File: config.mk
export PLATFORM = sky130hd
export DESIGN_NAME = fdeu_dsp
export DESIGN_NICKNAME = d
export VERILOG_FILES = /design/src/rtl/feedback_delay_echo_unit_macros.svh /design/src/rtl/fdeu_pkg.sv /design/src/rtl/fdeu_dsp.sv
export SDC_FILE = /design/constraint.sdc
export NUM_CORES = 2
export LEC_CHECK = 0
export BUFFER_PORTS_ARGS = -buffer_cell sky130_fd_sc_hd__buf_4
export CAP_MARGIN = 20
export CORE_MARGIN = 10
export CORE_UTILIZATION = 48
export DETAILED_ROUTE_END_ITERATION = 16
export PLACE_DENSITY_LB_ADDON = 0.15
export SETUP_SLACK_MARGIN = 0.2
export SLEW_MARGIN = 40
export SYNTH_ARGS = -nofsm -noshare
export SYNTH_HDL_FRONTEND = slang
export SYNTH_SLANG_ARGS = --single-unit
File: constraint.sdc
create_clock -name clk -period 8.6 [get_ports clk]
set_input_delay 0.43 -clock clk [delete_from_list [all_inputs] [get_ports clk]]
set_output_delay 0.43 -clock clk [all_outputs]
set_load 0.1 [all_outputs]
File: src/rtl/feedback_delay_echo_unit_macros.svh
// Assertion macros used by the top level of the feedback delay echo unit.
`ifndef FEEDBACK_DELAY_ECHO_UNIT_MACROS_SVH
`define FEEDBACK_DELAY_ECHO_UNIT_MACROS_SVH

// Same-cycle implication, checked at every rising edge outside reset.
`define FDEU_ASSERT_NOW(label, clk, rst_n, pre, post, msg) \
	label: assert property (@(posedge clk) disable iff (!rst_n) (pre) |-> (post)) \
	else $error(msg);

// Next-cycle implication, checked at every rising edge outside reset.
`define FDEU_ASSERT_NEXT(label, clk, rst_n, pre, post, msg) \
	label: assert property (@(posedge clk) disable iff (!rst_n) (pre) |=> (post)) \
	else $error(msg);

`endif

File: src/rtl/fdeu_pkg.sv
// Shared types, constants and the saturation helper function of the feedback delay echo unit.
package fdeu_pkg;

	localparam int SAMPLE_W   = 24;
	localparam int DELAY_W    = 15;
	localparam int GAIN_W     = 16;
	localparam int APB_ADDR_W = 4;
	localparam int APB_DATA_W = 32;
	localparam int ROUND_SH   = 15;
	localparam int SAT_W      = 28;

	// Register indexes, taken from paddr[3:2].
	localparam logic [1:0] REG_DELAY    = 2'd0;
	localparam logic [1:0] REG_FEEDBACK = 2'd1;
	localparam logic [1:0] REG_MIX      = 2'd2;

	localparam logic [DELAY_W-1:0] DELAY_RST    = 15'd18000;
	localparam logic [GAIN_W-1:0]  FEEDBACK_RST = 16'd13107;
	localparam logic [GAIN_W-1:0]  MIX_RST      = 16'd16384;
	localparam logic [GAIN_W-1:0]  Q15_ONE      = 16'h8000;

	localparam logic signed [SAT_W-1:0]    SAT_HI  = 28'sd8388607;
	localparam logic signed [SAT_W-1:0]    SAT_LO  = -28'sd8388608;
	localparam logic signed [SAMPLE_W-1:0] S24_MAX = 24'sh7FFFFF;
	localparam logic signed [SAMPLE_W-1:0] S24_MIN = 24'sh800000;

	// Effective gains after clamping to one.
	typedef struct packed {
		logic [GAIN_W-1:0] fb;
		logic [GAIN_W-1:0] mix;
	} gain_t;

	function automatic logic signed [SAMPLE_W-1:0] sat_s24(input logic signed [SAT_W-1:0] v);
		logic signed [SAMPLE_W-1:0] r;
		if (v > SAT_HI) begin
			r = S24_MAX;
		end else if (v < SAT_LO) begin
			r = S24_MIN;
		end else begin
			r = v[SAMPLE_W-1:0];
		end
		return r;
	endfunction

endpackage

File: src/rtl/fdeu_dsp.sv
// Feedback and crossfade multipliers, then rounding and saturation.
module fdeu_dsp import fdeu_pkg::*; (
	input  logic                       clk,
	input  logic                       en,
	input  logic signed [SAMPLE_W-1:0] x_s2,
	input  logic signed [SAMPLE_W-1:0] delayed_s2,
	input  gain_t                      gains,
	output logic signed [SAMPLE_W-1:0] wb_s3,
	output logic signed [SAMPLE_W-1:0] y_s3
);

	localparam int PROD_W = SAMPLE_W + GAIN_W + 1;
	localparam int SUM_W  = PROD_W + 1;

	logic signed [GAIN_W:0]       fb_g;
	logic signed [GAIN_W:0]       wet_g;
	logic signed [GAIN_W:0]       dry_g;
	logic signed [PROD_W-1:0]     fbp_s3;
	logic signed [PROD_W-1:0]     dry_s3;
	logic signed [PROD_W-1:0]     wet_s3;
	logic signed [SAMPLE_W-1:0]   x_s3;
	logic signed [PROD_W-1:0]     fb_sum;
	logic signed [SAT_W-1:0]      wb_sum;
	logic signed [SUM_W-1:0]      mix_sum;

	assign fb_g  = $signed({1'b0, gains.fb});
	assign wet_g = $signed({1'b0, gains.mix});
	assign dry_g = $signed({1'b0, Q15_ONE - gains.mix});

	always_ff @(posedge clk) begin
		if (en) begin
			fbp_s3 <= delayed_s2 * fb_g;
			wet_s3 <= delayed_s2 * wet_g;
			dry_s3 <= x_s2 * dry_g;
			x_s3   <= x_s2;
		end
	end

	// Round half up: add one half, then drop the fraction with an arithmetic shift.
	assign fb_sum  = fbp_s3 + $signed(PROD_W'(1 << (ROUND_SH - 1)));
	assign wb_sum  = SAT_W'(x_s3) + SAT_W'($signed(fb_sum[PROD_W-1:ROUND_SH]));
	assign mix_sum = SUM_W'(dry_s3) + SUM_W'(wet_s3) + $signed(SUM_W'(1 << (ROUND_SH - 1)));

	assign wb_s3 = sat_s24(wb_sum);
	assign y_s3  = sat_s24(SAT_W'($signed(mix_sum[SUM_W-1:ROUND_SH])));

endmodule

# Word-level counts from Yosys, hierarchy flattened
# Cells that the tools add are included.
word_totals:
  ff_bits: 147
  out_inout_bits: 48
classes:
  add_sub_neg: 5
  mul: 3
  n_mux: 4
  n_lt_le_gt_ge: 4
op_table:
  columns: ["cell", "n"]
  rows:
  - ["multiplier 24 x 17 -> 41 bit", 3]
  - ["two-way mux 24 bit", 4]
  - ["greater-than comparator 27 x 24 -> 1 bit (second input constant)", 2]
  - ["< comparator 27 x 24 -> 1 bit (second input constant)", 2]
  - ["adder 41 x 41 -> 42 bit", 1]
  - ["adder 42 x 16 -> 42 bit (second input constant)", 1]
  - ["adder 41 x 16 -> 41 bit (second input constant)", 1]
  - ["adder 24 x 26 -> 27 bit", 1]
  - ["subtractor 16 bit (first input constant)", 1]

# Depth between registers and ports, before layout
logic_depth:
  word_depth: 5
  mapped_depth: 35
  depth_no_buf: 31

# Worst setup path after synthesis
# No wires, ideal clock.
synth_timing:
  kind: "input to register"
  start: "input gains[4] (netlist bit)"
  end: "register dry_s3[40] (data pin)"
  stages: 29
  arrival_time_ns: 7.436
  path_slack_ns: 0.905
  required_ns: 8.340
  path_cell_list: "clkbuf_1 -> nor3_1 -> nand2b_1 -> or4_1 -> nor2_1 -> nand2_1 -> nor4_1 -> xnor2_1 -> clkbuf_1 -> nand2_1 -> fa_1 -> inv_1 -> fa_1 -> fa_1 -> fa_1 -> fa_1 -> inv_1 -> fa_1 -> inv_1 -> ha_1 -> clkbuf_1 -> a21o_1 -> a21o_1 -> a211o_1 -> o31a_1 -> a211o_1 -> a31o_2 -> a21oi_1 -> xnor2_1"
synth_between:
  elab_chain_len: 2
synth_lines:
  columns: ["item", "line_no", "rtl"]
  rows:
  - ["start, declared", "fdeu_dsp.sv:7", "input gain_t gains,"]
  - ["subtractor 16 bit", "fdeu_dsp.sv:28", "assign dry_g = $signed({1'b0, Q15_ONE - gains.mix});"]
  - ["multiplier 24 x 17 -> 41 bit", "fdeu_dsp.sv:34", "dry_s3 <= x_s2 * dry_g;"]
  - ["end signal, assigned", "fdeu_dsp.sv:34", null]
  - ["end, declared", "fdeu_dsp.sv:19", "logic signed [PROD_W-1:0] dry_s3;"]
# No other way between the ends.
# A chain may end at the register's enable or synchronous reset.

# Final worst setup path
layout_timing:
  start: "input gains[4] (netlist bit)"
  end: "register dry_s3[39] (data pin)"
# The elaborated chain is that of the path after synthesis.

==> flow_summary.toml <==
[placement]
io_buffers = 129
dp_slack_ps = -121
hpwl_microns = 98000
gp_congestion = 0.897

[hold_path]
worstHoldStart = "x_s2[0]"
hold_path.class = "input port to flip-flop"

[route]
first_pass_iters = 5
drt_wl_total_microns = 120000
antenna_left = 0
drcViolationCount = 0
num_vias = 34594
drtIter0Drc = 2079
avgRoutedWirePerCell_microns = 18.0
viasPerCell = 5.18

[sta]
fin_crit_sh_pct = 93.2
hold_violations = 0
slew-limit-headroom_pct = 45.2
final.setup.tns_ps = 0
rsz0062_at_grt = "false"
worstMarginPinSlew_ps = 818
max_freq_mhz = 125
min_period_ps = 8020
finalSetupViolations = 0
finalWorstSetupSlack_ps = 582
report.final.slew_viol_count = 0

[floorplanning]
die_w_microns = 341
die_h_microns = 341
initial_core_util_pct = 48.4
num_rows = 117
fp.coreArea_sq_mm = 0.102
dieArea_sq_mm = 0.116
design.portCount = 130

[clock_tree]
cts_root_buf = "clkbuf_16"
h-tree-depth = 4
cts_setup_buffers = 0
tritoncts = "done"
clkSinkCount = 133
cts_buffers = 17
cts.clk_slew.worst_paths_ps = 70
clockBufferDepth = 2

[critical_path]
cp_slowest_cell = "fa_1"
end_kind = "flip-flop"
crit_required_ps = 8810
crit_start = "gains[4]"
cp.arrival_ps = 8230
critPathMaxStageDelay_ps = 560
start_kind = "input port"
crit_top_cell = "fa_1"
crit_path_max_fanout = 17
critPathKind = "input port to flip-flop"

[run]
cap_violations = 0

[global_routing]
grt_pass1_vias = 36863
grt_max_degree = 75
grt_pass1_wl_microns = 200000
use_met2_pct = 36.3
grt_overflow = 0
use_met1_pct = 29.5
use_met3_pct = 2.43
track_usage_pct = 21.6
busiest_layer = "met2"
antenna_found_initial = 2

[yosys]
seq_area_frac_synth_pct = 8.08
netlist.area_leader.share_pct = 45.8
synth_area_sq_mm = 0.0494
async_flop_share_pct = 0
ys_top_cells_by_area = "fa_1, ha_1, inv_1"
synthFlopType = "edfxtp_1"
synth_edf_count = 133
syn_avg_cell_area_sq_um = 9.27
synth-seq-cells = 133
syn_inst = 5328
synth_nets = 6948
ys.warnings.count = 0
synthDistinctLibCells = 77
synth_top_cell_by_area = "fa_1"

[layout]
drive_gt1_share_pct = 4.80
area_growth_pct = 6.06
fillers = 9699
diodes = 0
fin_nets = 6919
multi_input_area_sq_mm = 0.0399
regArea_sq_mm = 0.00399

[outcome]
status = "finished clean"
## synthesized netlist by cell type (3+ instances only)
master    number
fa_1        1130
a21oi_1      134
a31o_2         5
clkbuf_1     213
o21ai_0       61
nand3_1       33
o31ai_1        5
nor2_1        86
o21bai_1      22
inv_1       1300
o211ai_1      11
o21a_1        20
o21ai_1       23
a21o_1        97
a31oi_1       10
buf_2          6
a22oi_1        4
nand2b_1      18
a21boi_0       5
nand2_1      736
a211oi_2       3
a311o_1        3
o31a_1         5
nor2b_1       42
a211oi_1       9
xnor2_1      133
and3_1        25
or2_2          4
ha_1         408
or3_1          8
edfxtp_1     133
buf_1          3
a211o_1        8
and2_1       462
nor3_1        24
nand4_1       16
a221oi_1       4
xor2_1        63
nor4_1         5
## metal layers
metal | share of wire, % | up-vias
met5 | 0.0083 | -
met4 | 2.9 | 2
met3 | 4.9 | 129
met2 | 49 | 741
met1 | 43 | 17953
li1 | - | 15769
## path summary, 6_finish.rpt
kind / end / slack (ps) / cells past startpoint
max: dry_s3[39] / 580 / 30
min: x_s3[0] / 350 / 1
## state kept, by name, summed over array words and instances (netlist names)
name / flops
dry_s3: 41
wet_s3: 41
fbp_s3: 27
x_s3: 24
## metrics by stage
stage / instance area (sq um) / utilization [%] / std cells / hold WS [ps]
after floorplan: 49400 / - / 5328 / 529
after global placement: 51700 / 50.7 / 6647 / 820
after detailed placement: 51800 / 50.7 / 6648 / 812
after CTS: 52400 / 51.3 / 6680 / 329
after global routing: 52400 / 51.4 / 6680 / 339
final: 52400 / 51.4 / 6680 / 355
## what timing repair did
item                       CTS  global route
gates resized for setup      0             4
hold buffers                 0             0
setup endpoints to repair    0             9
## cells in the final DEF (no fill, tap or decap), drive strengths merged, types with 8 or more instances in the layout
master / n
nor3: 24
or3: 9
o31ai: 9
nor2: 86
nand4: 16
clkbuf: 17
buf: 176
nand2: 736
a211o: 8
o21bai: 22
inv: 1309
nand3: 34
and2: 463
edfxtp: 133
ha: 408
o21ai: 84
nand2b: 18
a211oi: 12
a21oi: 135
a21o: 97
xnor2: 134
o211ai: 11
and3: 25
xor2: 63
a31oi: 12
nor2b: 42
o21a: 20
fa: 1130
## cell type report
cell class / instances / area share (%)
multi-input cells: 3671 / 76.1
inverters: 1300 / 9.31
flip-flops and latches: 133 / 7.62
well taps: 1368 / 3.27
repair buffers: 176 / 2.54
clock buffers: 17 / 0.812
clock inverters: 15 / 0.353
## critical path: cells and delay by family
kind / cells / cell delay, ps
buffers and inverters: 4 / 260
AOI/OAI and AO/OA: 5 / 880
and+or+nand+nor: 12 / 2930
xor gates and xnor gates: 2 / 380
adders and majority gates: 7 / 3320
## logic make-up (layout without fill, tap and decap cells)
| kind of cell | Yosys count | count (layout) | share of synthesized area [%] |
|---|---|---|---|
| xor+xnor | 197 | 197 | 3.51 |
| compound gates | 461 | 461 | 6.24 |
| buf+inv | 1524 | 1508 | 11.6 |
| flops | 133 | 133 | 8.08 |
| fa+ha+maj | 1538 | 1538 | 56.1 |
| simple gates | 1473 | 1473 | 14.4 |
| mux | 2 | 2 | 0.0405 |
Power is left out: the tool's default activity adds up to more than one toggle a clock period on the data nets, which glitch-free logic cannot reach.
