## config.mk

```make
export PLATFORM = sky130hd
export DESIGN_NAME = fdeu_cfg
export DESIGN_NICKNAME = d
export VERILOG_FILES = /design/src/rtl/feedback_delay_echo_unit_macros.svh /design/src/rtl/fdeu_pkg.sv /design/src/rtl/fdeu_cfg.sv
export SDC_FILE = /design/constraint.sdc
export NUM_CORES = 1
export LEC_CHECK = 0
export ABC_AREA = 1
export BUFFER_PORTS_ARGS = -buffer_cell sky130_fd_sc_hd__buf_2
export CAP_MARGIN = 20
export CORE_ASPECT_RATIO = 1.75
export CORE_MARGIN = 10
export CORE_UTILIZATION = 40
export CTS_BUF_LIST = sky130_fd_sc_hd__clkbuf_8
export DETAILED_ROUTE_END_ITERATION = 8
export PLACE_DENSITY_LB_ADDON = 0.25
export SYNTH_ARGS = -nofsm -noshare
export SYNTH_HDL_FRONTEND = slang
export SYNTH_SLANG_ARGS = --single-unit
```

## constraint.sdc

```tcl
create_clock -name clk -period 3.03 [get_ports clk]
set_input_delay 0.1515 -clock clk [delete_from_list [all_inputs] [get_ports clk]]
set_output_delay 0.1515 -clock clk [all_outputs]
set_load 0.1 [all_outputs]
```

## src/rtl/feedback_delay_echo_unit_macros.svh

```systemverilog
// Assertion macros used by the top level of the feedback delay echo unit.
`ifndef FEEDBACK_DELAY_ECHO_UNIT_MACROS_SVH
`define FEEDBACK_DELAY_ECHO_UNIT_MACROS_SVH

// Same-cycle implication, checked at every rising edge outside reset.
`define FDEU_ASSERT_NOW(label, clk, rst_n, pre, post, msg) \
	label: assert property (@(posedge clk) disable iff (!rst_n) (pre) |-> (post)) \
	else $error(msg);

// Next-cycle implication, checked at every rising edge outside reset.
`define FDEU_ASSERT_NEXT(label, clk, rst_n, pre, post, msg) \
	label: assert property (@(posedge clk) disable iff (!rst_n) (pre) |=> (post)) \
	else $error(msg);

`endif

```

## src/rtl/fdeu_pkg.sv

```systemverilog
// Shared types, constants and the saturation helper function of the feedback delay echo unit.
package fdeu_pkg;

	localparam int SAMPLE_W   = 24;
	localparam int DELAY_W    = 15;
	localparam int GAIN_W     = 16;
	localparam int APB_ADDR_W = 4;
	localparam int APB_DATA_W = 32;
	localparam int ROUND_SH   = 15;
	localparam int SAT_W      = 28;

	// Register indexes, taken from paddr[3:2].
	localparam logic [1:0] REG_DELAY    = 2'd0;
	localparam logic [1:0] REG_FEEDBACK = 2'd1;
	localparam logic [1:0] REG_MIX      = 2'd2;

	localparam logic [DELAY_W-1:0] DELAY_RST    = 15'd18000;
	localparam logic [GAIN_W-1:0]  FEEDBACK_RST = 16'd13107;
	localparam logic [GAIN_W-1:0]  MIX_RST      = 16'd16384;
	localparam logic [GAIN_W-1:0]  Q15_ONE      = 16'h8000;

	localparam logic signed [SAT_W-1:0]    SAT_HI  = 28'sd8388607;
	localparam logic signed [SAT_W-1:0]    SAT_LO  = -28'sd8388608;
	localparam logic signed [SAMPLE_W-1:0] S24_MAX = 24'sh7FFFFF;
	localparam logic signed [SAMPLE_W-1:0] S24_MIN = 24'sh800000;

	// Effective gains after clamping to one.
	typedef struct packed {
		logic [GAIN_W-1:0] fb;
		logic [GAIN_W-1:0] mix;
	} gain_t;

	function automatic logic signed [SAMPLE_W-1:0] sat_s24(input logic signed [SAT_W-1:0] v);
		logic signed [SAMPLE_W-1:0] r;
		if (v > SAT_HI) begin
			r = S24_MAX;
		end else if (v < SAT_LO) begin
			r = S24_MIN;
		end else begin
			r = v[SAMPLE_W-1:0];
		end
		return r;
	endfunction

endpackage

```

## src/rtl/fdeu_cfg.sv

```systemverilog
// APB register file with the delay reduced modulo the ring depth and clamped gains.
module fdeu_cfg import fdeu_pkg::*; #(
	parameter int RING_DEPTH = 32768,
	localparam int IDX_W = $clog2(RING_DEPTH)
) (
	input  logic                  clk,
	input  logic                  arst_n,
	input  logic                  psel,
	input  logic                  penable,
	input  logic                  pwrite,
	input  logic [APB_ADDR_W-1:0] paddr,
	input  logic [APB_DATA_W-1:0] pwdata,
	output logic [APB_DATA_W-1:0] prdata,
	output logic [IDX_W-1:0]      dmod,
	output gain_t                 gains
);

	logic               wr;
	logic [DELAY_W-1:0] delay_q;
	logic [GAIN_W-1:0]  fb_q;
	logic [GAIN_W-1:0]  mix_q;

	assign wr = psel && penable && pwrite;

	always_ff @(posedge clk or negedge arst_n) begin
		if (!arst_n) begin
			delay_q <= DELAY_RST;
			fb_q    <= FEEDBACK_RST;
			mix_q   <= MIX_RST;
		end else if (wr) begin
			case (paddr[3:2])
				REG_DELAY:    delay_q <= pwdata[DELAY_W-1:0];
				REG_FEEDBACK: fb_q    <= pwdata[GAIN_W-1:0];
				REG_MIX:      mix_q   <= pwdata[GAIN_W-1:0];
				default:      ;
			endcase
		end
	end

	always_comb begin
		case (paddr[3:2])
			REG_DELAY:    prdata = APB_DATA_W'(delay_q);
			REG_FEEDBACK: prdata = APB_DATA_W'(fb_q);
			REG_MIX:      prdata = APB_DATA_W'(mix_q);
			default:      prdata = '0;
		endcase
	end

	assign gains.fb  = (fb_q > Q15_ONE) ? Q15_ONE : fb_q;
	assign gains.mix = (mix_q > Q15_ONE) ? Q15_ONE : mix_q;

	generate
		if (RING_DEPTH > (1 << DELAY_W) - 1) begin : g_no_wrap
			assign dmod = IDX_W'(delay_q);
		end else begin : g_wrap
			// Delay mod depth: quotient estimate by a reciprocal multiply taken at
			// the write, then one multiply back and at most one correction.
			localparam longint unsigned RECIP   = (64'd1 << 30) / RING_DEPTH;
			localparam int              RECIP_W = $clog2(RECIP + 1);
			localparam int              PROD_W  = DELAY_W + RECIP_W;
			localparam int              QUO_W   = PROD_W - 30;
			localparam longint unsigned PROD_RST = 64'(DELAY_RST) * RECIP;
			localparam logic [DELAY_W:0] DEPTH_V = (DELAY_W + 1)'(RING_DEPTH);
			localparam logic [IDX_W-1:0] DMOD_RST = IDX_W'(DELAY_RST % RING_DEPTH);

			logic [PROD_W-1:0]  prod_q;
			logic [QUO_W-1:0]   quo;
			logic [DELAY_W:0]   rem;
			logic [IDX_W-1:0]   dmod_q;

			always_ff @(posedge clk or negedge arst_n) begin
				if (!arst_n) begin
					prod_q <= PROD_W'(PROD_RST);
				end else if (wr && paddr[3:2] == REG_DELAY) begin
					prod_q <= PROD_W'(pwdata[DELAY_W-1:0]) * PROD_W'(RECIP);
				end
			end

			assign quo = prod_q[PROD_W-1:30];
			assign rem = (DELAY_W + 1)'(delay_q) - (DELAY_W + 1)'(32'(quo) * RING_DEPTH);

			always_ff @(posedge clk or negedge arst_n) begin
				if (!arst_n) begin
					dmod_q <= DMOD_RST;
				end else begin
					dmod_q <= (rem >= DEPTH_V) ? IDX_W'(rem - DEPTH_V) : IDX_W'(rem);
				end
			end

			assign dmod = dmod_q;
		end
	endgenerate

endmodule

```

# Word level (Yosys, flattened, before mapping)
# Index checks and enable logic that the tools add are counted.
[totals] romBits=0 ramBits=0 memories=0 ff_bits=47 output_inout_bits=79 latchBits=0 in_bits=41
[classes] multipliers=0 addsub=0 n_div=0 order_cmp=2 muxes=3 reduce_logical=6 n_eq_ne=2 bitwise=0 shift=0
[op_table] cell="$pmux W16 S3" count=1
[op_table] cell="$gt A16 B16 Y1 const B" count=2
[op_table] cell="$mux W16" count=2
[op_table] cell="$reduce_and A2 Y1" count=3
[op_table] cell="$eq A2 B1 Y1 const B" count=1
[op_table] cell="$eq A2 B2 Y1 const B" count=1
[op_table] cell="$logic_and A1 B1 Y1" count=2
[op_table] cell="$logic_not A2 Y1" count=1

# Depth between registers and ports, before layout
[logic_depth] word_depth=3 depth_mapped=8 ltp_nobuf=6

# Worst setup path after synthesis
# No wires, ideal clock.
[synth_path] path_type="register to output" startpoint="reg mix_q[0]" endpoint="out gains[0] (netlist name)" slack_ns=0.629 stages_incl_launch_ff=6 n_path_buf=0 t_arrival_ns=2.250 cell_sequence="dfrtp_1 -> nor2_1 -> nand2_1 -> nor2_1 -> nand2_4 -> a21oi_1"
[synth_rtl] element="start, declared" line="fdeu_cfg.sv:21" source="logic [GAIN_W-1:0] mix_q;"
[synth_rtl] element="start signal, assigned" line="fdeu_cfg.sv:34" source="REG_MIX: mix_q <= pwdata[GAIN_W-1:0];"
[synth_rtl] element="end, declared" line="fdeu_cfg.sv:15" source="output gain_t gains"

==> summary.txt <==
STA
  – Fmax: 466.4 MHz
  – Clock period minus final worst setup slack: 2.144 ns
  – Slew @ Worst Pin: 0.5058 ns
  – Hold Vio Cnt, Final: 0
  – Max Slew Vio Count: 0
  – Tcrit/Tclk final: 70.76%
  – Post-Route Setup TNS: 0 ns
  – Setup Skew: 0 ns
  – RSZ-0062 raised after global routing: false
  – Setup WS post-layout: 0.8860 ns
  – Max_slew headroom: 66.20%
  – Final setup viols: 0

Clock tree
  – Setup repair bufs after CTS: 0
  – H-tree lvl count: 2
  – Clock sink count: 47
  – Longest Clk Path Bufs: 2
  – Clock latency on the worst-skew pair: 0.30 ns
  – CTS tree: yes
  – Clock slew seen by the registers of the worst setup and hold paths: 0.08 ns
  – CTS Root Cell: clkbuf_8
  – Num CTS Buffers: 5

Pwr
  – Share of power burned in registers: 27.7%
  – Pint: 1.223 mW
  – Power share of the clock group: 11.3%
  – PwrDens: 1005 nW/um2
  – P_leak: 1.713 nW
  – VDD IR max: 536.5 uV
  – Sw Ratio: 61.86%
  – Sw power: 1.983 mW
  – Logic gate share of total power: 61.0%

Placement
  – GP Congestion: 0.7652
  – Dpl cells: 477
  – Area of placed instances: 3079 um2
  – Port buffer count: 85
  – Dpl hpwl: 5.806 mm
  – Pre-CTS WS: 1.185 ns

Synth
  – Synth Warn #: 0
  – Seq/Total Area, Yosys: 43.42%
  – Synth Register Bits: 47
  – Yosys top cell area share: 30.04%
  – Yosys cell types: 24
  – Synth Cell Area: 2749 um2
  – Syn avg cell area: 8.381 um2
  – Synth Instances: 328
  – Dominant cells by area after synthesis: dfrtp_1 30%, dfstp_2 13%, nand2_1 9.4%, inv_1 6.3%, a21oi_2 5.7%
  – Synth area leader: dfrtp_1

Worst setup path
  – Worst EP required: 2.88 ns
  – Critical path peak fanout: 15
  – Crit path DAT: 1.99 ns
  – Worst Setup Path Type: reg -> out
  – Reg2reg end: mix_q[15]
  – Critical Path Start Type: flop
  – R2r startpoint: mix_q[15]
  – CP endpoint kind: output port
  – Reg2Reg Setup Slack: 2.07 ns
  – Worst R2R Path Depth: 3

Layout
  – Diodes inserted: 0
  – Most frequent cells in the layout: 85 x buf_2, 69 x nand2_1, 48 x inv_1
  – Post-layout nets: 445
  – Final Non-Filler Cells: 487
  – Cell area after layout: 3191 um2
  – Most common cell after layout, fill and taps aside: buf_2
  – Synth-to-Final Area Change: 16.07%
  – Final core utilization: 48.43%
  – Layout cells sized above 1: 36.54%
  – Area occupied by registers: 1194 um2
  – Footprint of the multi-input gates: 1135 um2
  – Filler cell count in the final layout: 679

Status
  – Status: finished, final reports clean

Hold path
  – Hold EP: fb_q[4]
  – HP Class: in -> reg
  – Hold path depth: 3
  – HP Start: pwdata[4]

Die
  – Std cell rows: 39
  – Die H: 129.7 um
  – Starting Density: 41.73%
  – Die X-Extent: 82.67 um
  – Die ar.: 10,720 um2
  – Core box area: 6588 um2
  – Ports: 120

GRT
  – Global-route wire length before repair: 12.57 mm
  – GRT Total Usage: 15.27%
  – Initial antenna violation count: 0
  – Largest net degree at the start of global routing: 48
  – Vias in the first global route: 2,409
  – Grt total ovfl: 0

Routing
  – Post-route ant nets: 0
  – DRT Wirelength: 8.021 mm
  – Via count: 2,369
  – Vias/cell: 4.864
  – DRT Pass-1 Iters: 4
  – Per-cell routed wire length: 16.47 um
  – 1st-iter DRT viols: 96
  – Residual DRC: 0

Run
  – Max-cap violations: 0
-- critical path, stage by stage (launching register included) --
cell,delay (ns)
dfrtp_1,0.41
nor2_1,0.13
nand2_1,0.06
nor2_1,0.18
nand2_4,0.23
a21oi_1,0.22
buf_2,0.45
-- metal layers --
metal	wire length [um]	share of wire, %	vias up	global-route usage [%]
li1	-	-	1162	-
met1	2905	36	1118	16.85
met2	4354	54	79	27.19
met3	636	7.9	10	3.878
met4	125	1.6	0	4.946
met5	0	0	-	0
-- power by group through the flow --
stage               logic, mW  clock network (mW)  registers [mW]
global route             2.05               0.402           0.913
CTS                      1.97               0.373           0.890
finish                   1.96               0.361           0.888
detailed placement       1.97                   0           0.901
global placement         1.96                   0           0.896
floorplan                1.42                   0            1.18
-- metrics by stage --
step,total power [mW],hold WS (ns)
CTS,3.235,0.06669
global placement,2.855,0.3915
floorplan,2.603,-0.1441
global route,3.361,0.1045
detailed placement,2.871,0.4008
finish,3.206,0.08922
-- kinds of logic after synthesis --
kind of cell	count (synthesis)	share of synthesized area (%)
DFF	47	43.42
buffers and inverters	88	17.34
AOI/OAI and AO/OA	93	22.30
other	1	0.1364
and+or+nand+nor	99	16.80
-- how the worst max path moves through the flow --
| stage | from | end | slack (ns) | depth (start not counted) |
|---|---|---|---|---|
| detailed placement | mix_q[13] | gains[4] | 1.18 | 6 |
| finish | mix_q[10] | gains[4] | 0.89 | 6 |
| global route | mix_q[10] | gains[4] | 0.74 | 6 |
| global placement | mix_q[13] | gains[4] | 1.20 | 6 |
| CTS | mix_q[10] | gains[4] | 0.84 | 6 |
| floorplan | mix_q[0] | gains[0] | 0.63 | 5 |
-- Yosys cell counts, drive strengths merged --
library cell	instances
o221ai	15
and3	1
dfstp	14
dfrtp	33
o22ai	1
buf	33
nand2	77
nor2	21
a21oi	30
clkbuf	3
inv	52
conb	1
o21ai	47
-- repair_timing --
action | CTS | global route
hold buffers | 0 | 1
resized for setup | 0 | 0
endpoints found under the hold margin | 0 | 10
-- flip-flops by register name (all words and copies together), names as in the netlist --
register  cells
mix_q        16
dmod         15
fb_q         16
-- cell type report --
class	count	area share, %
clock buffer	5	2.157
clock inverter	3	0.3922
inverter	52	6.275
multi-input combinational	208	35.57
sequential	47	37.41
tap	82	3.216
timing repair buffer	90	14.98
No activity file was read; power rests on OpenSTA's default activity.
